File: src/hdl/scp_pkg.sv
// ----------------------------------------------------------------------------
// scp_pkg: shared types and constants for segment_closest_point
// Request payload structs, region codes and the division cell record.
// ----------------------------------------------------------------------------
`default_nettype none

package scp_pkg;

    localparam int COORD_WIDTH   = 32;
    localparam int FRACTION_BITS = 16;
    localparam int VEC_WIDTH     = COORD_WIDTH + 1;        // v and d
    localparam int DIV_WIDTH     = 2 * COORD_WIDTH + 3;    // num, den, remainder

    typedef enum logic [1:0] {
        REGION_START    = 2'd0,
        REGION_INTERIOR = 2'd1,
        REGION_END      = 2'd2,
        REGION_ZERO     = 2'd3
    } region_t;

    typedef struct packed {
        logic signed [COORD_WIDTH-1:0] point_x;
        logic signed [COORD_WIDTH-1:0] point_y;
        logic signed [COORD_WIDTH-1:0] point_z;
        logic signed [COORD_WIDTH-1:0] seg_start_x;
        logic signed [COORD_WIDTH-1:0] seg_start_y;
        logic signed [COORD_WIDTH-1:0] seg_start_z;
        logic signed [COORD_WIDTH-1:0] seg_end_x;
        logic signed [COORD_WIDTH-1:0] seg_end_y;
        logic signed [COORD_WIDTH-1:0] seg_end_z;
    } in_req_t;

    typedef struct packed {
        logic signed [COORD_WIDTH-1:0] nearest_x;
        logic signed [COORD_WIDTH-1:0] nearest_y;
        logic signed [COORD_WIDTH-1:0] nearest_z;
        logic        [1:0]             region;
    } out_req_t;

    // Record handed from one division cell to the next
    typedef struct packed {
        logic                                valid;
        logic [DIV_WIDTH-1:0]                rem;
        logic [DIV_WIDTH-1:0]                den;
        logic [FRACTION_BITS-1:0]            t;
        region_t                             region;
        logic [2:0][COORD_WIDTH-1:0]         s;
        logic [2:0][COORD_WIDTH-1:0]         e;
        logic [2:0][VEC_WIDTH-1:0]           d;
    } div_rec_t;

endpackage

`default_nettype wire

File: src/hdl/scp_cell.sv
// ----------------------------------------------------------------------------
// scp_cell: one restoring division step
// Shifts the remainder, produces one quotient bit of t, passes the request on.
// ----------------------------------------------------------------------------
`default_nettype none

module scp_cell (
    input  wire logic              clk,
    input  wire logic              rst_n,
    input  wire logic              en,
    input  wire scp_pkg::div_rec_t rec_in,
    output scp_pkg::div_rec_t      rec_out
);

    localparam int DW = scp_pkg::DIV_WIDTH;
    localparam int FB = scp_pkg::FRACTION_BITS;

    scp_pkg::div_rec_t rec_reg, rec_next;
    logic        valid_reg;
    logic [DW:0] shifted;
    logic [DW:0] diff;
    logic        ge;

    // one quotient bit
    always_comb
    begin
        shifted  = {rec_in.rem, 1'b0};
        diff     = shifted - {1'b0, rec_in.den};
        ge       = (shifted >= {1'b0, rec_in.den});
        rec_next = rec_in;
        rec_next.rem = ge ? diff[DW-1:0] : shifted[DW-1:0];
        rec_next.t   = {rec_in.t[FB-2:0], ge};
    end

    // valid resets, payload does not
    always_ff @(posedge clk or negedge rst_n)
    begin
        if (!rst_n)
        begin
            valid_reg <= 1'b0;
        end
        else if (en)
        begin
            valid_reg <= rec_next.valid;
        end
    end

    always_ff @(posedge clk)
    begin
        if (en)
        begin
            rec_reg <= rec_next;
        end
    end

    always_comb
    begin
        rec_out       = rec_reg;
        rec_out.valid = valid_reg;
    end

endmodule

`default_nettype wire

File: config.mk
export PLATFORM = sky130hd
export DESIGN_NAME = scp_cell
export DESIGN_NICKNAME = d
export VERILOG_FILES = /design/src/hdl/scp_pkg.sv /design/src/hdl/scp_cell.sv
export SDC_FILE = /design/constraint.sdc
export NUM_CORES = 1
export LEC_CHECK = 0
export BUFFER_PORTS_ARGS = -buffer_cell sky130_fd_sc_hd__buf_2
export CAP_MARGIN = 10
export CORE_AREA = 8 8 338 340
export DETAILED_ROUTE_END_ITERATION = 8
export DIE_AREA = 0 0 346 348
export GPL_ROUTABILITY_DRIVEN = 0
export PLACE_DENSITY = 0.38
export REMOVE_ABC_BUFFERS = 1
export SLEW_MARGIN = 15
export SYNTH_ARGS = -nofsm -noshare
export SYNTH_HDL_FRONTEND = slang
export SYNTH_SLANG_ARGS = --single-unit
File: constraint.sdc
create_clock -name clk -period 0.82 [get_ports clk]
set_input_delay 0.246 -clock clk [delete_from_list [all_inputs] [get_ports clk]]
set_output_delay 0.246 -clock clk [all_outputs]
set_load 0.01 [all_outputs]
==> results by group <==
Logic synthesis
  – Syn Area/Cell: ~14 um^2
  – Synth unique cells: around 70
  – Register area share after synthesis: between 70% and 80%
  – Mapped cell area: roughly 19000 um^2
  – Post-synth EDFFs: roughly 440
  – Top cells by area, synth: edfxtp_1, ha_1, nand2_1, o21ai_0, a21oi_1
  – Yosys top cell area share: a little under three quarters
  – Area leader, netlist: edfxtp_1
  – Ys async rst share: less than 1%
  – Cells after Synth: 1320
  – Yosys warnings: 0
  – Yosys reg bits: 444
  – Ys flop type: edfxtp_1

Setup path
  – Most common cell on crit path: buf_6
  – Worst reg2reg endpoint: valid_reg
  – Reg2reg path depth: 1
  – CP arrival: roughly 2.7 ns
  – Slowest stage cell, crit path: a311o_2
  – Worst path required time: between 1 and 1.5 ns
  – Critical Path Max Stage Delay: ~0.45 ns
  – Worst-path maximum fanout: 6
  – CP startpoint kind: input pin
  – Crit path kind: input pin to register
  – Worst path cell trace: buf_2 -> inv_2 -> ha_4 -> buf_6 -> nand4_1 -> buf_6 -> nor4_4 -> nand3_2 -> a311o_2 -> a31o_4 -> buf_12 -> buf_16 -> nand2_2 -> o21ai_2
  – Crit path from: rec_in[335]
  – Reg-to-reg setup timing slack: roughly 0.070 ns
  – Setup crit end kind: register
  – Worst reg2reg path startpoint: valid_reg

Finish
  – Finished Cell Area: about 38000 um^2
  – NumNets Final: about 3600
  – Synth-to-layout area growth: 106%
  – Number of flip-flops in the largest register: 443
  – Final core occ: a little over a third
  – Layout cells sized above 1: 55.8%

Clock tree
  – CTS tree: yes
  – Worst skew pair latency: 0.64 ns
  – Clk buf depth: 3
  – Total number of H-tree levels: 2
  – Clock slew at reported path FFs: ~0.070 ns
  – TritonCTS buffer count: 56
  – Root Driver: clkbuf_16
  – Clock Sinks: ~440

STA
  – Min Tclk post-route: 2.31 ns
  – Setup violations, final: a little over 500
  – Final Hold Vio Count: 0
  – FMAX: between 400 and 500 MHz
  – Final hold slack: ~0.06 ns
  – Fin Clk Skew: 0 ns
  – Total negative setup slack: -358.41 ns
  – Final setup margin: -1.49 ns
  – Max-slew violations: 0
  – Final critical-path share of the clock period: 281%
  – Slew @ Worst Pin: 0.414 ns
  – Slew margin rel.: between 70% and 80%
  – RSZ-0062 raised after global routing: yes

Die
  – Core ar.: around 110000 um^2
  – Die span in y: ~350 um
  – Row count: between 100 and 150
  – Die area: 120000 um^2
  – # IOs: approximately 900
  – Die width: roughly 350 um
  – Initial Utilization: around 17%

Detailed routing
  – Via-per-instance ratio: roughly 4.1
  – Drt drc: 0
  – Wire per inst: roughly 25 um
  – DR iter-0 viols: 912
  – Vias: 18700
  – Routed Wire Length: 116000 um
  – Antenna viol nets, final: 0
  – TritonRoute pass-1 iters: 5

Global routing
  – Largest net degree at the start of global routing: 32
  – Initial antenna violation count: 60
  – Total GRT Usage: a little under a fifth
  – Number of global-route vias before repair: between 20000 and 25000
  – Gr ovfl total: 0
  – Global-route wire length before repair: 157000 um

Power and ir drop
  – Net Sw Frac: approximately 29%
  – Peak supply drop: just under 2000 uV
  – Share of power burned in registers: between 30% and 40%
  – Net Switching: roughly 21 mW
  – Clock Power Share: between 30% and 40%
  – Combinational share of power: between 20% and 30%
  – Pwr per Cell Area: approximately 1900 nW/um^2
  – Leak: 16.3 nW
  – Int Pwr: roughly 52 mW

Placement
  – Detailed placement HPWL: 91500 um
  – Number of buffers added on ports: 889
  – Cell Area, Placed: 27700 um^2

Outcome
  – Failing checks: negative setup slack
  – Status: complete, but fails checks

Min path
  – Worst Min Path Start: rec_in[412]
  – Hold Path Depth: 4
  – Hold Crit Endpoint: rec_out[413]
  – Hold WC Path Type: input pin to register

Flow run
  – Maxcap violations: 0
## how the worst max path moves through the flow
stage,end,cells after the start
finish,rec_out[401],14
global route,rec_out[401],16
CTS,rec_out[432],12
detailed placement,rec_out[442],15
global placement,rec_out[438],16
floorplan,rec_out[432],10
## worst max-delay path, delay by kind of cell
kind | cells | cell delay (ns)
compound gates | 3 | 0.83
buf+inv | 6 | 0.73
simple gates | 4 | 0.59
fa+ha+maj | 1 | 0.28
## cell type report
type	instances	area [um^2]
multi-input combinational	736	6770
inverter	90	368
clock inverter	43	464
clock buffer	59	1410
tap	1426	1780
antenna	25	62.6
sequential	444	13300
timing repair buffer	1789	14200
fill	10900	70900
## cell usage in the layout, fill, tap and decap left out, types with 11 or more instances in the layout
cell,instances
buf_12,20
buf_2,685
nand2_4,29
diode_2,25
nor2_1,42
nand2_1,75
clkbuf_16,60
nand4_1,30
o21ai_0,19
inv_1,56
dlygate4sd3_1,438
clkinv_1,13
buf_6,225
ha_1,17
a21oi_1,46
edfxtp_1,443
inv_2,23
a21oi_2,32
o21ai_1,40
nand2_2,29
buf_4,401
o21bai_1,11
o21a_1,12
a21o_1,23
a21oi_4,15
o21ai_2,47
xnor2_1,26
ha_4,48
clkinv_2,11
xor2_1,25
## cell usage after synthesis, types with 3 or more instances
library cell and instances:
o21bai_1 12, and3_1 5, o31ai_1 3, nor2b_1 8, a211o_1 3, xor2_1 29
a31oi_1 9, o21ai_1 14, nand2_1 131, or2_2 3, a21o_1 24, o21ai_0 96
ha_1 67, buf_2 15, nand2b_1 11, o21a_1 12, o221ai_1 3, nor2_1 50
clkbuf_1 32, a32oi_1 3, a21oi_1 93, a21boi_0 5, nand3_1 13, buf_6 3
nor3_1 19, o211ai_1 6, xnor2_1 30, nand4_1 30, and3b_1 3, a211oi_1 3
inv_1 89, edfxtp_1 443
## per-layer routing
| layer | wire, um | up-vias | GRT usage [%] |
|---|---|---|---|
| met5 | 164 | - | 0 |
| met4 | 5280 | 26 | 7.02 |
| met3 | 12600 | 190 | 8.43 |
| met2 | 52800 | 760 | 29.0 |
| met1 | 44800 | 9147 | 21.1 |
| li1 | - | 8588 | - |
## through the flow
stage,power (mW),worst slack [ns],cells
after floorplan,33.0,-3.46,1268
after global placement,41.8,-2.75,3970
after detailed placement,41.8,-2.75,3970
after CTS,72.9,-1.42,4574
after global routing,76.1,-1.52,4595
final,73.0,-1.49,4612
## kinds of logic (layout without fill, tap and decap cells)
logic type                 Yosys count  after routing  share of synthesized area [%]
muxes                                1              1                         0.0606
AOI/OAI and AO/OA                  316            318                           10.4
other                                0             25                              0
DFF                                444            444                           71.7
adders and majority gates           68             68                           4.62
buffers and inverters              142           1981                           3.12
xor gates and xnor gates            59             59                           2.78
and+or+nand+nor                    290            290                           7.34
## power groups by stage
stage / clock (mW) / combinational [mW] / sequential (mW)
2_1_floorplan: 0 / 3.36 / 29.7
6_report: 25.4 / 19.3 / 28.4
3_3_place_gp: 0 / 13.2 / 28.6
3_5_place_dp: 0 / 13.2 / 28.6
5_1_grt: 27.0 / 20.5 / 28.6
4_1_cts: 26.3 / 18.2 / 28.4
## timing repair
item / 4_1_cts / 5_1_grt
hold buffers: 438 / 0
pin swaps: 117 / 116
hold endpoints to repair: 437 / 0
gates resized for setup: 688 / 249
setup buffers: 59 / 17
cloned: 12 / 4
endpoints found under the setup margin: 512 / 512
No activity file was read; power rests on OpenSTA's default activity.
